### src/hdl/esvp_pkg.sv
// Shared widths, codes, microcode ROM and types of the viewport panner.
// No dependencies; every other file but the macro header refers to it by scoped names.
package esvp_pkg;

  localparam int PosW    = 16;
  localparam int ScrW    = 12;
  localparam int RelW    = 12;
  localparam int DtW     = 8;
  localparam int EdgeW   = 8;
  localparam int LimW    = 16;
  localparam int MsW     = 10;
  localparam int AccW    = 10;
  localparam int SpdW    = 11;
  localparam int ViewW   = 16;
  localparam int WorldW  = 17;
  localparam int AprW    = AccW + DtW;
  localparam int NsW     = AprW + 2;
  localparam int ProdW   = SpdW + DtW + 1;
  localparam int SumW    = ((PosW > ProdW) ? PosW : ProdW) + 2;
  localparam int AddrW   = 5;
  localparam int DataW   = 32;
  localparam int StepW   = 3;

  localparam logic [EdgeW-1:0] RstEdgeGap    = 8'd5;
  localparam logic [ScrW-1:0]  RstRightEdgeX = 12'd619;
  localparam logic [ScrW-1:0]  RstBottomEdgeY = 12'd339;
  localparam logic [LimW-1:0]  RstMaxPosX    = 16'd640;
  localparam logic [LimW-1:0]  RstMaxPosY    = 16'd920;
  localparam logic [MsW-1:0]   RstMaxSpeed   = 10'd40;
  localparam logic [AccW-1:0]  RstAccelStep  = 10'd7;

  typedef enum logic [1:0] {
    ACT_MOVE   = 2'd0,
    ACT_TICK   = 2'd1,
    ACT_LCLICK = 2'd2,
    ACT_RCLICK = 2'd3
  } action_e;

  typedef enum logic [1:0] {
    EV_NONE   = 2'd0,
    EV_SELECT = 2'd1,
    EV_MOVE   = 2'd2
  } event_e;

  typedef enum logic [2:0] {
    REG_EDGE_GAP   = 3'd0,
    REG_RIGHT_X    = 3'd1,
    REG_BOTTOM_Y   = 3'd2,
    REG_MAX_POS_X  = 3'd3,
    REG_MAX_POS_Y  = 3'd4,
    REG_MAX_SPEED  = 3'd5,
    REG_ACCEL_STEP = 3'd6
  } reg_idx_e;

  typedef enum logic [2:0] {
    UOP_NOP   = 3'd0,
    UOP_DIR   = 3'd1,
    UOP_MULA  = 3'd2,
    UOP_SPD   = 3'd3,
    UOP_MULP  = 3'd4,
    UOP_POS   = 3'd5,
    UOP_WORLD = 3'd6
  } uop_e;

  typedef enum logic [1:0] {
    BR_NEXT   = 2'd0,
    BR_ACTION = 2'd1,
    BR_DONE   = 2'd2
  } br_e;

  typedef enum logic [1:0] {
    SEQ_IDLE = 2'b01,
    SEQ_RUN  = 2'b10
  } seq_state_e;

  localparam logic [StepW-1:0] StepDisp  = 3'd0;
  localparam logic [StepW-1:0] StepDir   = 3'd1;
  localparam logic [StepW-1:0] StepMulA  = 3'd2;
  localparam logic [StepW-1:0] StepSpd   = 3'd3;
  localparam logic [StepW-1:0] StepMulP  = 3'd4;
  localparam logic [StepW-1:0] StepPos   = 3'd5;
  localparam logic [StepW-1:0] StepWorld = 3'd6;

  typedef struct packed {
    uop_e uop;
    br_e  br;
  } ucw_t;

  typedef struct packed {
    logic load;
    logic en;
    logic last;
    uop_e uop;
  } ctrl_t;

  typedef struct packed {
    logic [EdgeW-1:0] edge_gap;
    logic [ScrW-1:0]  right_edge_x;
    logic [ScrW-1:0]  bottom_edge_y;
    logic [LimW-1:0]  max_pos_x;
    logic [LimW-1:0]  max_pos_y;
    logic [MsW-1:0]   max_speed;
    logic [AccW-1:0]  accel_step;
  } cfg_t;

  function automatic ucw_t ucode(input logic [StepW-1:0] step);
    ucw_t w;
    unique case (step)
      StepDisp:  w = '{uop: UOP_NOP,   br: BR_ACTION};
      StepDir:   w = '{uop: UOP_DIR,   br: BR_DONE};
      StepMulA:  w = '{uop: UOP_MULA,  br: BR_NEXT};
      StepSpd:   w = '{uop: UOP_SPD,   br: BR_NEXT};
      StepMulP:  w = '{uop: UOP_MULP,  br: BR_NEXT};
      StepPos:   w = '{uop: UOP_POS,   br: BR_DONE};
      StepWorld: w = '{uop: UOP_WORLD, br: BR_DONE};
      default:   w = '{uop: UOP_NOP,   br: BR_DONE};
    endcase
    return w;
  endfunction

  function automatic logic [StepW-1:0] entry_of(input action_e act);
    logic [StepW-1:0] s;
    unique case (act)
      ACT_MOVE:   s = StepDir;
      ACT_TICK:   s = StepMulA;
      ACT_LCLICK: s = StepWorld;
      ACT_RCLICK: s = StepWorld;
      default:    s = StepWorld;
    endcase
    return s;
  endfunction

endpackage

### src/hdl/esvp_cfg_regs.sv
// APB register file of the viewport panner: edge bands, limits, speed, ramp.
// Depends on esvp_pkg.
module esvp_cfg_regs (
  input  logic                        clk_i,
  input  logic                        rst_ni,
  input  logic                        psel,
  input  logic                        penable,
  input  logic                        pwrite,
  input  logic [esvp_pkg::AddrW-1:0]  paddr,
  input  logic [esvp_pkg::DataW-1:0]  pwdata,
  output logic [esvp_pkg::DataW-1:0]  prdata,
  output logic                        pready,
  output esvp_pkg::cfg_t              cfg_o
);

  esvp_pkg::cfg_t     cfg_q, cfg_d;
  esvp_pkg::reg_idx_e idx;
  logic               wr;

  assign pready = 1'b1;
  assign wr     = psel && penable && pwrite;
  assign idx    = esvp_pkg::reg_idx_e'(paddr[esvp_pkg::AddrW-1:2]);
  assign cfg_o  = cfg_q;

  always_comb begin
    cfg_d = cfg_q;
    if (wr) begin
      unique case (idx)
        esvp_pkg::REG_EDGE_GAP:   cfg_d.edge_gap      = pwdata[esvp_pkg::EdgeW-1:0];
        esvp_pkg::REG_RIGHT_X:    cfg_d.right_edge_x  = pwdata[esvp_pkg::ScrW-1:0];
        esvp_pkg::REG_BOTTOM_Y:   cfg_d.bottom_edge_y = pwdata[esvp_pkg::ScrW-1:0];
        esvp_pkg::REG_MAX_POS_X:  cfg_d.max_pos_x     = pwdata[esvp_pkg::LimW-1:0];
        esvp_pkg::REG_MAX_POS_Y:  cfg_d.max_pos_y     = pwdata[esvp_pkg::LimW-1:0];
        esvp_pkg::REG_MAX_SPEED:  cfg_d.max_speed     = pwdata[esvp_pkg::MsW-1:0];
        esvp_pkg::REG_ACCEL_STEP: cfg_d.accel_step    = pwdata[esvp_pkg::AccW-1:0];
        default:                  cfg_d = cfg_q;
      endcase
    end
  end

  always_comb begin
    unique case (idx)
      esvp_pkg::REG_EDGE_GAP:   prdata = esvp_pkg::DataW'(cfg_q.edge_gap);
      esvp_pkg::REG_RIGHT_X:    prdata = esvp_pkg::DataW'(cfg_q.right_edge_x);
      esvp_pkg::REG_BOTTOM_Y:   prdata = esvp_pkg::DataW'(cfg_q.bottom_edge_y);
      esvp_pkg::REG_MAX_POS_X:  prdata = esvp_pkg::DataW'(cfg_q.max_pos_x);
      esvp_pkg::REG_MAX_POS_Y:  prdata = esvp_pkg::DataW'(cfg_q.max_pos_y);
      esvp_pkg::REG_MAX_SPEED:  prdata = esvp_pkg::DataW'(cfg_q.max_speed);
      esvp_pkg::REG_ACCEL_STEP: prdata = esvp_pkg::DataW'(cfg_q.accel_step);
      default:                  prdata = '0;
    endcase
  end

  always_ff @(posedge clk_i or negedge rst_ni) begin
    if (!rst_ni) begin
      cfg_q.edge_gap      <= esvp_pkg::RstEdgeGap;
      cfg_q.right_edge_x  <= esvp_pkg::RstRightEdgeX;
      cfg_q.bottom_edge_y <= esvp_pkg::RstBottomEdgeY;
      cfg_q.max_pos_x     <= esvp_pkg::RstMaxPosX;
      cfg_q.max_pos_y     <= esvp_pkg::RstMaxPosY;
      cfg_q.max_speed     <= esvp_pkg::RstMaxSpeed;
      cfg_q.accel_step    <= esvp_pkg::RstAccelStep;
    end else begin
      cfg_q <= cfg_d;
    end
  end

endmodule

### src/hdl/esvp_sequencer.sv
// Microcode sequencer: step counter, ROM fetch, dispatch on action, result valid.
// Depends on esvp_pkg for the ROM, codes and control word types.
module esvp_sequencer (
  input  logic              clk_i,
  input  logic              rst_ni,
  input  logic              in_valid_i,
  output logic              in_stall_o,
  output logic              out_valid_o,
  input  logic              out_stall_i,
  input  esvp_pkg::action_e act_i,
  output esvp_pkg::ctrl_t   ctrl_o
);

  esvp_pkg::seq_state_e           state_q, state_d;
  logic [esvp_pkg::StepW-1:0]     step_q, step_d;
  logic                           out_valid_q, out_valid_d;
  esvp_pkg::ucw_t                 cw;
  logic                           hold;
  logic                           en;

  assign cw   = esvp_pkg::ucode(step_q);
  // hold the final step while the result register is still full and stalled
  assign hold = (cw.br == esvp_pkg::BR_DONE) && out_valid_q && out_stall_i;
  assign en   = (state_q == esvp_pkg::SEQ_RUN) && !hold;

  assign in_stall_o  = (state_q != esvp_pkg::SEQ_IDLE);
  assign out_valid_o = out_valid_q;

  assign ctrl_o.load = (state_q == esvp_pkg::SEQ_IDLE) && in_valid_i;
  assign ctrl_o.en   = en;
  assign ctrl_o.last = (cw.br == esvp_pkg::BR_DONE);
  assign ctrl_o.uop  = cw.uop;

  always_comb begin
    state_d     = state_q;
    step_d      = step_q;
    out_valid_d = out_valid_q;
    if (out_valid_q && !out_stall_i) begin
      out_valid_d = 1'b0;
    end
    unique case (state_q)
      esvp_pkg::SEQ_IDLE: begin
        if (in_valid_i) begin
          state_d = esvp_pkg::SEQ_RUN;
          step_d  = esvp_pkg::StepDisp;
        end
      end
      esvp_pkg::SEQ_RUN: begin
        if (en) begin
          unique case (cw.br)
            esvp_pkg::BR_NEXT:   step_d = esvp_pkg::StepW'(step_q + 1'b1);
            esvp_pkg::BR_ACTION: step_d = esvp_pkg::entry_of(act_i);
            esvp_pkg::BR_DONE: begin
              state_d     = esvp_pkg::SEQ_IDLE;
              out_valid_d = 1'b1;
            end
            default: state_d = esvp_pkg::SEQ_IDLE;
          endcase
        end
      end
      default: state_d = esvp_pkg::SEQ_IDLE;
    endcase
  end

  always_ff @(posedge clk_i or negedge rst_ni) begin
    if (!rst_ni) begin
      state_q     <= esvp_pkg::SEQ_IDLE;
      step_q      <= esvp_pkg::StepDisp;
      out_valid_q <= 1'b0;
    end else begin
      state_q     <= state_d;
      step_q      <= step_d;
      out_valid_q <= out_valid_d;
    end
  end

endmodule

### src/hdl/esvp_datapath.sv
// Datapath of the viewport panner: item latch, direction, speed ramp,
// position clamp, world coordinate and result register. Depends on esvp_pkg.
module esvp_datapath (
  input  logic                              clk_i,
  input  logic                              rst_ni,
  input  esvp_pkg::ctrl_t                   ctrl_i,
  input  esvp_pkg::cfg_t                    cfg_i,
  input  logic [1:0]                        action_i,
  input  logic [esvp_pkg::ScrW-1:0]         mouse_x_i,
  input  logic [esvp_pkg::ScrW-1:0]         mouse_y_i,
  input  logic signed [esvp_pkg::RelW-1:0]  rel_x_i,
  input  logic signed [esvp_pkg::RelW-1:0]  rel_y_i,
  input  logic [esvp_pkg::DtW-1:0]          delta_i,
  output esvp_pkg::action_e                 act_o,
  output logic [esvp_pkg::ViewW-1:0]        view_x_o,
  output logic [esvp_pkg::ViewW-1:0]        view_y_o,
  output logic [esvp_pkg::WorldW-1:0]       world_x_o,
  output logic [esvp_pkg::WorldW-1:0]       world_y_o,
  output logic [1:0]                        event_res_o
);

  localparam int PosW  = esvp_pkg::PosW;
  localparam int SpdW  = esvp_pkg::SpdW;
  localparam int AprW  = esvp_pkg::AprW;
  localparam int NsW   = esvp_pkg::NsW;
  localparam int ProdW = esvp_pkg::ProdW;
  localparam int SumW  = esvp_pkg::SumW;
  localparam int ViewW = esvp_pkg::ViewW;
  localparam int WldW  = esvp_pkg::WorldW;
  localparam int ScrW  = esvp_pkg::ScrW;

  function automatic logic signed [1:0] pick_dir(
    input logic [ScrW-1:0]                  m,
    input logic signed [esvp_pkg::RelW-1:0] rel,
    input logic [esvp_pkg::EdgeW-1:0]       low_band,
    input logic [ScrW-1:0]                  high_band
  );
    logic signed [1:0] d;
    if ((m <= ScrW'(low_band)) && (rel <= 0)) begin
      d = 2'sb11;
    end else if ((m >= high_band) && (rel >= 0)) begin
      d = 2'sb01;
    end else begin
      d = 2'sb00;
    end
    return d;
  endfunction

  function automatic logic signed [SpdW-1:0] spd_next(
    input logic signed [SpdW-1:0]    spd,
    input logic signed [1:0]         dir,
    input logic [esvp_pkg::MsW-1:0]  ms,
    input logic [AprW-1:0]           apr,
    input logic                      acc_nz
  );
    logic signed [NsW-1:0] s, t, m, a, sum, r;
    logic                  neg, went_neg, snap;
    s = NsW'(spd);
    m = NsW'(ms);
    a = NsW'(apr);
    priority if (dir == 2'sb01) begin
      t = m;
    end else if (dir == 2'sb11) begin
      t = -m;
    end else begin
      t = '0;
    end
    neg = (t < s);
    priority if (s == t) begin
      sum = s;
    end else if (neg) begin
      sum = s - a;
    end else begin
      sum = s + a;
    end
    went_neg = (s != t) && neg && acc_nz;
    // snap to the target when the ramp overshoots it, or on a downward ramp when accel_step is zero
    snap = (sum != t) && ((t < sum) != went_neg);
    r    = snap ? t : sum;
    return r[SpdW-1:0];
  endfunction

  function automatic logic [PosW-1:0] pos_next(
    input logic [PosW-1:0]           pos,
    input logic signed [ProdW-1:0]   prod,
    input logic [esvp_pkg::LimW-1:0] limit
  );
    logic signed [SumW-1:0] p, lim, top;
    top           = '0;
    top[PosW-1:0] = '1;
    lim           = SumW'(limit);
    if (top < lim) begin
      lim = top;
    end
    p = SumW'(pos) + SumW'(prod);
    if (p > lim) begin
      p = lim;
    end
    if (p < 0) begin
      p = '0;
    end
    return p[PosW-1:0];
  endfunction

  function automatic logic [ViewW-1:0] view_of(input logic [PosW-1:0] pos);
    logic [ViewW+PosW-1:0] e;
    e = (ViewW + PosW)'(pos);
    return e[ViewW-1:0];
  endfunction

  function automatic logic [WldW-1:0] world_of(
    input logic [ScrW-1:0] m,
    input logic [PosW-1:0] pos
  );
    logic [WldW+PosW-1:0] e;
    e = (WldW + PosW)'(pos);
    return WldW'(e[WldW-1:0] + WldW'(m));
  endfunction

  esvp_pkg::action_e            act_q;
  logic [ScrW-1:0]              mx_q, my_q;
  logic signed [esvp_pkg::RelW-1:0] rx_q, ry_q;
  logic [esvp_pkg::DtW-1:0]     dt_q;

  logic [PosW-1:0]              pos_x_q, pos_x_d, pos_y_q, pos_y_d;
  logic signed [SpdW-1:0]       spd_x_q, spd_x_d, spd_y_q, spd_y_d;
  logic signed [1:0]            dir_x_q, dir_x_d, dir_y_q, dir_y_d;
  logic [AprW-1:0]              apr_q, apr_d;
  logic signed [ProdW-1:0]      prod_x_q, prod_x_d, prod_y_q, prod_y_d;

  logic [ViewW-1:0]             view_x_q, view_y_q;
  logic [WldW-1:0]              world_x_q, world_x_d, world_y_q, world_y_d;
  esvp_pkg::event_e             ev_q, ev_d;

  always_comb begin
    pos_x_d  = pos_x_q;
    pos_y_d  = pos_y_q;
    spd_x_d  = spd_x_q;
    spd_y_d  = spd_y_q;
    dir_x_d  = dir_x_q;
    dir_y_d  = dir_y_q;
    apr_d    = apr_q;
    prod_x_d = prod_x_q;
    prod_y_d = prod_y_q;
    if (ctrl_i.en) begin
      unique case (ctrl_i.uop)
        esvp_pkg::UOP_DIR: begin
          dir_x_d = pick_dir(mx_q, rx_q, cfg_i.edge_gap, cfg_i.right_edge_x);
          dir_y_d = pick_dir(my_q, ry_q, cfg_i.edge_gap, cfg_i.bottom_edge_y);
        end
        esvp_pkg::UOP_MULA: begin
          apr_d = AprW'(cfg_i.accel_step) * AprW'(dt_q);
        end
        esvp_pkg::UOP_SPD: begin
          spd_x_d = spd_next(spd_x_q, dir_x_q, cfg_i.max_speed, apr_q,
                             |cfg_i.accel_step);
          spd_y_d = spd_next(spd_y_q, dir_y_q, cfg_i.max_speed, apr_q,
                             |cfg_i.accel_step);
        end
        esvp_pkg::UOP_MULP: begin
          prod_x_d = ProdW'(spd_x_q) * ProdW'($signed({1'b0, dt_q}));
          prod_y_d = ProdW'(spd_y_q) * ProdW'($signed({1'b0, dt_q}));
        end
        esvp_pkg::UOP_POS: begin
          pos_x_d = pos_next(pos_x_q, prod_x_q, cfg_i.max_pos_x);
          pos_y_d = pos_next(pos_y_q, prod_y_q, cfg_i.max_pos_y);
        end
        default: begin
          pos_x_d = pos_x_q;
        end
      endcase
    end
  end

  always_comb begin
    if (ctrl_i.uop == esvp_pkg::UOP_WORLD) begin
      world_x_d = world_of(mx_q, pos_x_q);
      world_y_d = world_of(my_q, pos_y_q);
      ev_d      = (act_q == esvp_pkg::ACT_RCLICK) ? esvp_pkg::EV_MOVE : esvp_pkg::EV_SELECT;
    end else begin
      world_x_d = '0;
      world_y_d = '0;
      ev_d      = esvp_pkg::EV_NONE;
    end
  end

  always_ff @(posedge clk_i or negedge rst_ni) begin
    if (!rst_ni) begin
      pos_x_q <= '0;
      pos_y_q <= '0;
      spd_x_q <= '0;
      spd_y_q <= '0;
      dir_x_q <= '0;
      dir_y_q <= '0;
    end else begin
      pos_x_q <= pos_x_d;
      pos_y_q <= pos_y_d;
      spd_x_q <= spd_x_d;
      spd_y_q <= spd_y_d;
      dir_x_q <= dir_x_d;
      dir_y_q <= dir_y_d;
    end
  end

  always_ff @(posedge clk_i) begin
    apr_q    <= apr_d;
    prod_x_q <= prod_x_d;
    prod_y_q <= prod_y_d;
    if (ctrl_i.load) begin
      act_q <= esvp_pkg::action_e'(action_i);
      mx_q  <= mouse_x_i;
      my_q  <= mouse_y_i;
      rx_q  <= rel_x_i;
      ry_q  <= rel_y_i;
      dt_q  <= delta_i;
    end
    if (ctrl_i.en && ctrl_i.last) begin
      view_x_q  <= view_of(pos_x_d);
      view_y_q  <= view_of(pos_y_d);
      world_x_q <= world_x_d;
      world_y_q <= world_y_d;
      ev_q      <= ev_d;
    end
  end

  assign act_o       = act_q;
  assign view_x_o    = view_x_q;
  assign view_y_o    = view_y_q;
  assign world_x_o   = world_x_q;
  assign world_y_o   = world_y_q;
  assign event_res_o = ev_q;

endmodule

### src/hdl/edge_scroll_viewport_panner.sv
// Top level of the edge scroll viewport panner.
// Depends on esvp_pkg, esvp_cfg_regs, esvp_sequencer and esvp_datapath.
//
//   port group   handshake                  payload
//   input item   in_valid_i / in_stall_o    action, mouse_x/y, rel_x/y, delta
//   result item  out_valid_o / out_stall_i  view_x/y, world_x/y, event_res
//   config       APB psel/penable/pwrite    paddr, pwdata, prdata, pready
//
// One microcode step per cycle while the final step is not held. Pointer moves and
// clicks run the dispatch plus one step between acceptances; ticks run the
// dispatch plus four steps. The microprogram length sets these step counts.
// Reset loads the register defaults and clears position, speed and direction.
// The final step holds while a previous result is still stalled at the output.
module edge_scroll_viewport_panner (
  input  logic                              clk_i,
  input  logic                              rst_ni,
  input  logic                              in_valid_i,
  output logic                              in_stall_o,
  input  logic [1:0]                        action_i,
  input  logic [esvp_pkg::ScrW-1:0]         mouse_x_i,
  input  logic [esvp_pkg::ScrW-1:0]         mouse_y_i,
  input  logic signed [esvp_pkg::RelW-1:0]  rel_x_i,
  input  logic signed [esvp_pkg::RelW-1:0]  rel_y_i,
  input  logic [esvp_pkg::DtW-1:0]          delta_i,
  output logic                              out_valid_o,
  input  logic                              out_stall_i,
  output logic [esvp_pkg::ViewW-1:0]        view_x_o,
  output logic [esvp_pkg::ViewW-1:0]        view_y_o,
  output logic [esvp_pkg::WorldW-1:0]       world_x_o,
  output logic [esvp_pkg::WorldW-1:0]       world_y_o,
  output logic [1:0]                        event_res_o,
  input  logic                              psel,
  input  logic                              penable,
  input  logic                              pwrite,
  input  logic [esvp_pkg::AddrW-1:0]        paddr,
  input  logic [esvp_pkg::DataW-1:0]        pwdata,
  output logic [esvp_pkg::DataW-1:0]        prdata,
  output logic                              pready
);

  esvp_pkg::cfg_t    cfg;
  esvp_pkg::ctrl_t   ctrl;
  esvp_pkg::action_e act;

  esvp_cfg_regs u_cfg (
    .clk_i   (clk_i),
    .rst_ni  (rst_ni),
    .psel    (psel),
    .penable (penable),
    .pwrite  (pwrite),
    .paddr   (paddr),
    .pwdata  (pwdata),
    .prdata  (prdata),
    .pready  (pready),
    .cfg_o   (cfg)
  );

  esvp_sequencer u_seq (
    .clk_i       (clk_i),
    .rst_ni      (rst_ni),
    .in_valid_i  (in_valid_i),
    .in_stall_o  (in_stall_o),
    .out_valid_o (out_valid_o),
    .out_stall_i (out_stall_i),
    .act_i       (act),
    .ctrl_o      (ctrl)
  );

  esvp_datapath u_dp (
    .clk_i       (clk_i),
    .rst_ni      (rst_ni),
    .ctrl_i      (ctrl),
    .cfg_i       (cfg),
    .action_i    (action_i),
    .mouse_x_i   (mouse_x_i),
    .mouse_y_i   (mouse_y_i),
    .rel_x_i     (rel_x_i),
    .rel_y_i     (rel_y_i),
    .delta_i     (delta_i),
    .act_o       (act),
    .view_x_o    (view_x_o),
    .view_y_o    (view_y_o),
    .world_x_o   (world_x_o),
    .world_y_o   (world_y_o),
    .event_res_o (event_res_o)
  );

endmodule

### config.mk
export PLATFORM = sky130hd
export DESIGN_NAME = edge_scroll_viewport_panner
export DESIGN_NICKNAME = d
export VERILOG_FILES = /design/src/hdl/esvp_pkg.sv /design/src/hdl/esvp_cfg_regs.sv /design/src/hdl/esvp_sequencer.sv /design/src/hdl/esvp_datapath.sv /design/src/hdl/edge_scroll_viewport_panner.sv
export SDC_FILE = /design/constraint.sdc
export NUM_CORES = 1
export LEC_CHECK = 0
export BUFFER_PORTS_ARGS = -buffer_cell sky130_fd_sc_hd__buf_4
export CORE_AREA = 4 4 225 227
export DETAILED_ROUTE_END_ITERATION = 12
export DIE_AREA = 0 0 229 231
export GPL_TIMING_DRIVEN = 0
export PLACE_DENSITY = 0.83
export SYNTH_ARGS = -nofsm -noshare
export SYNTH_HDL_FRONTEND = slang
export SYNTH_SLANG_ARGS = --single-unit
### constraint.sdc
create_clock -name clk_i -period 17.57 [get_ports clk_i]
set_clock_uncertainty 0.15 [all_clocks]
set_input_delay 0.8785 -clock clk_i [delete_from_list [all_inputs] [get_ports clk_i]]
set_output_delay 0.8785 -clock clk_i [all_outputs]
set_load 0.02 [all_outputs]
==> impl_metrics.py, run 1 <==
metrics = {
    "outcome": {
        "run_status": "completed",
    },
    "cells_and_area": {
        "antenna_cells": 0,
        "flow.area_growth_from_synthesis_pct": 11.5,
        "final_common_cell": "inv_1",
        "most-common-layout-cells": "inv_1, ha_1, nand2_1",
        "num-nets-final": 4193,
        "area.sequential_um2": 9260,
        "total_area_of_multi_input_combinational_cells_um2": 20100,
        "layoutNonFillerInstCount": 4178,
        "layout-drive-gt1-share_pct": 10.2,
        "nFillCells": 3634,
    },
    "detailed_routing": {
        "detail_route.wl_per_cell_um": 21.9,
        "post-route-drc-count": 0,
        "drt_pre_antenna_iters": 6,
        "finalWirelength_mm": 91.7,
        "vias": 25613,
        "vias_per_cell": 6.13,
        "ant_nets": 0,
        "detailedRoute.firstIterationViolations": 1814,
    },
    "cts": {
        "postCtsSetupBuffers": 0,
        "htree_levels": 2,
        "root_buffer": "clkbuf_16",
        "tritoncts_clock_tree": "done",
        "cts-resized-gates": 0,
        "cts_inserted_buffers": 39,
        "clkTransAtPathRegs_ns": 0.06,
        "cts-root-to-sink-buffers": 3,
        "holdBufCountCts": 0,
        "total_number_of_clock_tree_sinks": 332,
        "clock_network_latency_to_the_later_pin_of_the_worst_skew_pair_ns": 0.57,
    },
    "global_route": {
        "grtUsageMet1_pct": 43.6,
        "global_route.overflow_total": 0,
        "grt_first_pass_wirelength_mm": 143,
        "grt_start_max_net_pins": 81,
        "grt.met2_usage_pct": 56.8,
        "grt_util_met3_pct": 5.53,
        "peak_usage_layer_in_the_global_routing_report": "met2",
        "antenna_violations_before_repair": 0,
        "groute.usage.overall_pct": 34.3,
        "number_of_global_route_vias_before_repair": 26044,
    },
    "power_and_ir_drop": {
        "static-leakage-power_nw": 16.4,
        "p_int_mw": 2.56,
        "ir_drop_v": 0.000184,
        "combinationalPowerShare_pct": 57.0,
        "power_per_cell_area_nw_per_um2": 131,
        "clock_power_share_pct": 18.6,
        "total_power_mw": 4.58,
        "power.switching_fraction_pct": 44.1,
        "power_frac_seq_pct": 24.4,
        "switching_power_mw": 2.02,
    },
    "yosys": {
        "post-synth-top-area-fraction_pct": 17.6,
        "ys_ff_latch": 332,
        "synth_async_sr_flop_share_pct": 44.6,
        "yosys-top-cells-area": "edfxtp_1, ha_1, fa_1",
        "netlist_area_um2": 31400,
        "synth.yosys.warnings": 0,
        "synth_enable_flop_cells": 184,
        "synth_top_cell_by_area": "edfxtp_1",
        "netlist-cell-type-count": 84,
        "synth_sequential_area_ratio_pct": 29.5,
        "synth_cells": 3294,
        "post_syn_area_per_cell_um2": 9.52,
        "synthFlopType": "edfxtp_1",
    },
    "critical_path": {
        "regToRegSetupSlack_ns": 6.25,
        "timing.critical_path.from_type": "register",
        "timing.critical_path.slowest_stage_cell": "nor3_1",
        "cp-end-kind": "register",
        "critical_path_buf_inv_count": 4,
        "cpLargestDelayFamily": "compound AO/OA/AOI/OAI gates",
        "r2r_end": "u_dp.spd_y_q[8]",
        "worst_r2r_path_depth": 34,
        "critPathRequiredTime_ns": 17.84,
        "critPathMaxFanout": 10,
        "arrival_ns": 11.59,
        "path_common_cell": "clkbuf_1",
        "max_stage_delay_ns": 1.04,
        "timing.rr.start": "u_cfg.cfg_o[13]",
        "criticalPathCategory": "reg2reg",
    },
    "floorplan": {
        "core_um2": 48600,
        "die_area_um2": 52900,
        "die_w_um": 229,
        "rows": 81,
        "die_y_um": 231,
        "number_of_top_level_design_ports": 205,
        "start_util_pct": 64.5,
    },
    "run": {
        "cap_violations": 0,
    },
    "timing": {
        "setup_viol_count_final": 0,
        "report.final.hold_viol_count": 0,
        "post-route-period-util_pct": 64.4,
        "max-slew-margin-rel_pct": 9.71,
        "fin_crit_ns": 11.32,
        "unrepaired_setup_endpoints_after_global_routing": "false",
        "max_clock_freq_ghz": 0.0884,
        "worst-slew-pin-transition_ns": 1.34,
        "setup_tns_ns": 0,
        "fin_hold_ws_ns": 0.235,
        "finalMaxSlewViolations": 0,
    },
    "hold_path": {
        "hold_path.class": "in2async",
    },
    "place": {
        "dp.final_hpwl_mm": 74.0,
        "port_bufs": 168,
        "placed_cells": 4106,
        "gp_routability_congestion": 0.988,
    },
}
[cells by family after synthesis]
| kind of cell | Yosys count | share of synthesized area [%] |
|---|---|---|
| AOI/OAI and AO/OA | 613 | 12.8 |
| xor gates and xnor gates | 160 | 4.47 |
| adders and majority gates | 566 | 27.3 |
| buffers and inverters | 528 | 6.57 |
| DFF | 332 | 29.5 |
| muxes | 102 | 3.70 |
| other | 2 | 0.0239 |
| and+or+nand+nor | 991 | 15.6 |
[through the flow]
stage / setup slack, ns / util [%] / area (µm²)
2_1_floorplan: 9.10 / - / 31400
3_3_place_gp: 6.29 / 68.8 / 33500
3_5_place_dp: 6.62 / 69.1 / 33600
4_1_cts: 6.53 / 71.9 / 35000
5_1_grt: 5.81 / 71.9 / 35000
6_report: 6.25 / 71.9 / 35000
[flip-flops by register name (all words and copies together) (netlist names), 17 cells and up]
| name | flops |
|---|---|
| u_cfg.cfg_o | 84 |
| u_dp.apr_q | 18 |
| u_dp.prod_x_q | 20 |
| u_dp.prod_y_q | 20 |
| u_dp.world_x_o | 17 |
| u_dp.world_y_o | 17 |
[synth_stat cells, types with 48 or more instances]
cell type  instances
a21o_1            67
a21oi_1          140
and2_1           171
clkbuf_1         116
dfrtp_1          122
edfxtp_1         184
fa_1             198
ha_1             368
inv_1            389
mux2_2            48
nand2_1          331
nor2_1           162
nor3_1            57
o21ai_0          140
xnor2_1          114
[power groups by stage]
| stage | clock network, mW | logic, mW | registers (mW) |
|---|---|---|---|
| 2_1_floorplan | 0 | 1.88 | 1.08 |
| 3_3_place_gp | 0 | 2.44 | 1.13 |
| 3_5_place_dp | 0 | 2.54 | 1.13 |
| 4_1_cts | 0.860 | 2.59 | 1.11 |
| 5_1_grt | 0.892 | 2.94 | 1.12 |
| 6_report | 0.853 | 2.61 | 1.12 |
[layer usage]
layer	vias to the layer above	share of wire, %	wire length (µm)
li1	11781	-	-
met1	12442	40	36200
met2	1111	46	42500
met3	279	7.7	7090
met4	0	6.4	5890
met5	-	0	0
[cell type report]
type                       count  share of cell area, %
timing repair buffer         175                   3.98
multi-input combinational   2449                   57.6
inverter                     389                   4.18
clock buffer                  51                   2.95
tap                          622                   2.23
buffer                       139                   1.72
clock inverter                21                  0.873
sequential                   332                   26.5
[worst max path at each step]
stage	slack (ns)	end	depth (start not counted)	from
3_5_place_dp	6.62	u_dp.spd_y_q[8]	34	u_cfg.cfg_o[13]
6_report	6.25	u_dp.spd_y_q[8]	34	u_cfg.cfg_o[13]
2_1_floorplan	9.10	u_dp.spd_y_q[6]	34	u_cfg.cfg_o[13]
4_1_cts	6.53	u_dp.spd_y_q[8]	34	u_cfg.cfg_o[13]
3_3_place_gp	6.29	u_dp.spd_y_q[8]	34	u_cfg.cfg_o[13]
5_1_grt	5.81	u_dp.spd_y_q[8]	34	u_cfg.cfg_o[13]
(Power assumes the default switching activity.)
==> run 2, diff against run 1 <==
--- a/config.mk
+++ b/config.mk
@@ -5,12 +5,13 @@
 export SDC_FILE = /design/constraint.sdc
 export NUM_CORES = 1
 export LEC_CHECK = 0
+export ABC_AREA = 1
 export BUFFER_PORTS_ARGS = -buffer_cell sky130_fd_sc_hd__buf_4
-export CORE_AREA = 4 4 225 227
+export CORE_AREA = 4 4 247 249
 export DETAILED_ROUTE_END_ITERATION = 12
-export DIE_AREA = 0 0 229 231
+export DIE_AREA = 0 0 251 253
 export GPL_TIMING_DRIVEN = 0
-export PLACE_DENSITY = 0.83
+export PLACE_DENSITY = 0.77
 export SYNTH_ARGS = -nofsm -noshare
 export SYNTH_HDL_FRONTEND = slang
 export SYNTH_SLANG_ARGS = --single-unit
==> constraint.sdc (replaced) <==
create_clock -name clk_i -period 9.29 [get_ports clk_i]
set_clock_uncertainty 0.15 [all_clocks]
set_input_delay 0.4645 -clock clk_i [delete_from_list [all_inputs] [get_ports clk_i]]
set_output_delay 0.4645 -clock clk_i [all_outputs]
set_load 0.02 [all_outputs]
==> impl_metrics.py, run 2 <==
metrics = {
    "timing": {
        "setup_viol_count_final": 0,
        "finalMaxSlewViolations": 0,
        "setup_tns_ns": 0,
        "max-slew-margin-rel_pct": 24.5,
        "worst_slack_ns": 1.38,
        "post-route-period-util_pct": 85.1,
        "unrepaired_setup_endpoints_after_global_routing": "false",
        "max_clock_freq_ghz": 0.127,
        "report.final.hold_viol_count": 0,
        "worst-slew-pin-transition_ns": 1.12,
        "fin_crit_ns": 7.91,
    },
    "critical_path": {
        "critPathRequiredTime_ns": 9.60,
        "regToRegSetupSlack_ns": 1.38,
        "crit_cells": 44,
        "crit_path_end": "u_dp.spd_x_q[3]",
        "crit_path_start": "u_cfg.cfg_o[11]",
        "cp-end-kind": "register",
        "r2r_end": "u_dp.spd_x_q[3]",
        "worst_r2r_path_depth": 44,
        "critical_path_buf_inv_count": 5,
        "max_stage_delay_ns": 0.53,
        "criticalPathCategory": "reg2reg",
        "arrival_ns": 8.21,
        "timing.rr.start": "u_cfg.cfg_o[11]",
        "critPathMaxFanout": 10,
        "cpLargestDelayFamily": "simple AND/OR/NAND/NOR gates",
        "timing.critical_path.from_type": "register",
        "path_common_cell": "nand2_1",
        "timing.critical_path.slowest_stage_cell": "o21ai_0",
    },
    "cts": {
        "clock_network_latency_to_the_later_pin_of_the_worst_skew_pair_ns": 0.58,
        "htree_levels": 2,
        "root_buffer": "clkbuf_16",
        "cts-root-to-sink-buffers": 3,
        "cts_inserted_buffers": 38,
        "tritoncts_clock_tree": "done",
        "total_number_of_clock_tree_sinks": 332,
        "clkTransAtPathRegs_ns": 0.07,
        "cts-resized-gates": 0,
    },
    "detailed_routing": {
        "finalWirelength_mm": 94.1,
        "detailedRoute.firstIterationViolations": 2412,
        "vias_per_cell": 5.49,
        "drt_pre_antenna_iters": 8,
        "detail_route.wl_per_cell_um": 17.5,
        "vias": 29568,
        "ant_nets": 0,
        "post-route-drc-count": 0,
    },
    "global_route": {
        "number_of_global_route_vias_before_repair": 28353,
        "grt_start_max_net_pins": 99,
        "global_route.overflow_total": 0,
        "grt_first_pass_wirelength_mm": 149,
        "antenna_violations_before_repair": 3,
        "groute.usage.overall_pct": 29.3,
    },
    "floorplan": {
        "die_y_um": 253,
        "die_w_um": 251,
        "die_area_um2": 63500,
        "start_util_pct": 56.5,
        "rows": 89,
        "number_of_top_level_design_ports": 205,
        "core_um2": 58700,
    },
    "place": {
        "dp.final_hpwl_mm": 76.4,
        "pre_cts_slack_ns": 1.62,
        "port_bufs": 169,
        "gp_routability_congestion": 0.960,
    },
    "run": {
        "cap_violations": 0,
    },
    "yosys": {
        "synth_fa_ha_area_share_pct": 25.9,
        "synth.yosys.warnings": 0,
        "netlist_area_um2": 33100,
        "post_syn_area_per_cell_um2": 7.73,
        "synth_cells": 4289,
        "synth_sequential_area_ratio_pct": 28.0,
        "yosys.area_share.xor_xnor_pct": 2.83,
        "ys_ff_latch": 332,
        "synth_top_cell_by_area": "edfxtp_1",
        "synthFlopType": "edfxtp_1",
        "netlist_top_cells_count": "nand2_1, inv_1, ha_1, o21ai_0, a21oi_1",
        "synthMuxAreaShare_pct": 0,
        "synth_top_family_by_area": "adder cells",
        "most_frequent_cell_after_synthesis": "nand2_1",
        "synth_simple_gate_area_share_pct": 21.0,
        "synth_async_sr_flop_share_pct": 44.6,
        "post-synth-top-area-fraction_pct": 16.7,
        "yosys-top-cells-area": "edfxtp_1, ha_1, nand2_1",
        "synth_enable_flop_cells": 184,
        "synthesized_area_fraction_occupied_by_ao_oa_aoi_and_oai_cells_pct": 10.6,
        "netlist-cell-type-count": 63,
    },
    "cells_and_area": {
        "final_common_cell": "nand2_1",
        "nFillCells": 5046,
        "flow.area_growth_from_synthesis_pct": 13.2,
        "num-nets-final": 5252,
        "layout-drive-gt1-share_pct": 8.34,
        "number_of_flip_flops_under_the_largest_register_name": 84,
        "most-common-layout-cells": "nand2_1, inv_1, ha_1",
    },
    "outcome": {
        "run_status": "completed",
    },
    "power_and_ir_drop": {
        "static-leakage-power_nw": 20.1,
        "ir_drop_v": 0.000877,
        "power_per_cell_area_nw_per_um2": 312,
    },
    "hold_path": {
        "hold_path.class": "in2reg",
    },
}
[run 2: layout make-up]
| class | instances | area, µm² | share of cell area [%] |
|---|---|---|---|
| Multi-Input combinational cell | 2969 | 20000 | 53.4 |
| Sequential cell | 332 | 9260 | 24.7 |
| Inverter | 875 | 3290 | 8.76 |
| Timing Repair Buffer | 240 | 2030 | 5.41 |
| Clock buffer | 46 | 1060 | 2.82 |
| Tap cell | 773 | 967 | 2.58 |
| Buffer | 128 | 616 | 1.64 |
| Clock inverter | 24 | 254 | 0.677 |
| Antenna cell | 1 | 2.50 | 0.00667 |
[run 2: what timing repair did]
item,CTS,global route
hold buffers,63,0
hold endpoints to repair,108,0
setup buffers,0,0
[run 2: worst min path at each step]
stage                                from                to  cells past startpoint  slack [ns]
after CTS                       pwdata[4]    u_cfg.cfg_o[4]                      3       0.007
after global placement    u_cfg.cfg_o[26]   u_cfg.cfg_o[26]                      2        0.32
after floorplan                    rst_ni   u_cfg.cfg_o[10]                      0        0.02
final                           pwdata[7]   u_cfg.cfg_o[17]                      3        0.04
after detailed placement           rst_ni  u_dp.pos_y_q[12]                      1        0.31
after global routing            pwdata[4]    u_cfg.cfg_o[4]                      3        0.02
[run 2: cells by family (layout without fill, tap and decap cells)]
logic type               count (synthesis)  in the layout
buffers and inverters                 1003           1313
flip-flops                             332            332
AND/OR/NAND/NOR                       1640           1640
AO/OA/AOI/OAI                          639            639
XOR/XNOR                               107            107
adder cells (fa/ha/maj)                566            566
other                                    2             18
[run 2: power by group]
group	internal, mW	switching (mW)
Clock	0.916	0.680
Combinational	2.83	5.04
Sequential	2.01	0.227
Total	5.75	5.94
[run 2: layer usage]
| layer | part of all wire, % | global-route usage [%] | up-vias |
|---|---|---|---|
| li1 | - | - | 14303 |
| met1 | 41 | 38.7 | 13904 |
| met2 | 47 | 48.5 | 1119 |
| met3 | 8.2 | 4.99 | 240 |
| met4 | 4.5 | 11.7 | 2 |
| met5 | 0.014 | 0 | - |
[run 2: worst reg2reg max path: cells and delay by family (launching register included)]
kind,cells,cell delay (ns)
compound gates,6,1.53
xor+xnor,1,0.17
fa+ha+maj,4,1.31
buf+inv,5,0.87
flops,1,0.38
simple gates,28,3.36
[run 2: through the flow]
stage / hold WS [ns] / util (%) / instance area [µm²] / instances / power [mW]
final: 0.0373 / 63.9 / 37500 / 5388 / 11.7
after global routing: 0.0217 / 63.9 / 37500 / 5387 / 12.9
after CTS: 0.00731 / 63.9 / 37500 / 5387 / 11.7
after detailed placement: 0.309 / 60.6 / 35600 / 5254 / 10.0
after global placement: 0.316 / 60.4 / 35400 / 5246 / 9.84
after floorplan: 0.0189 / - / 33200 / 4304 / 8.00
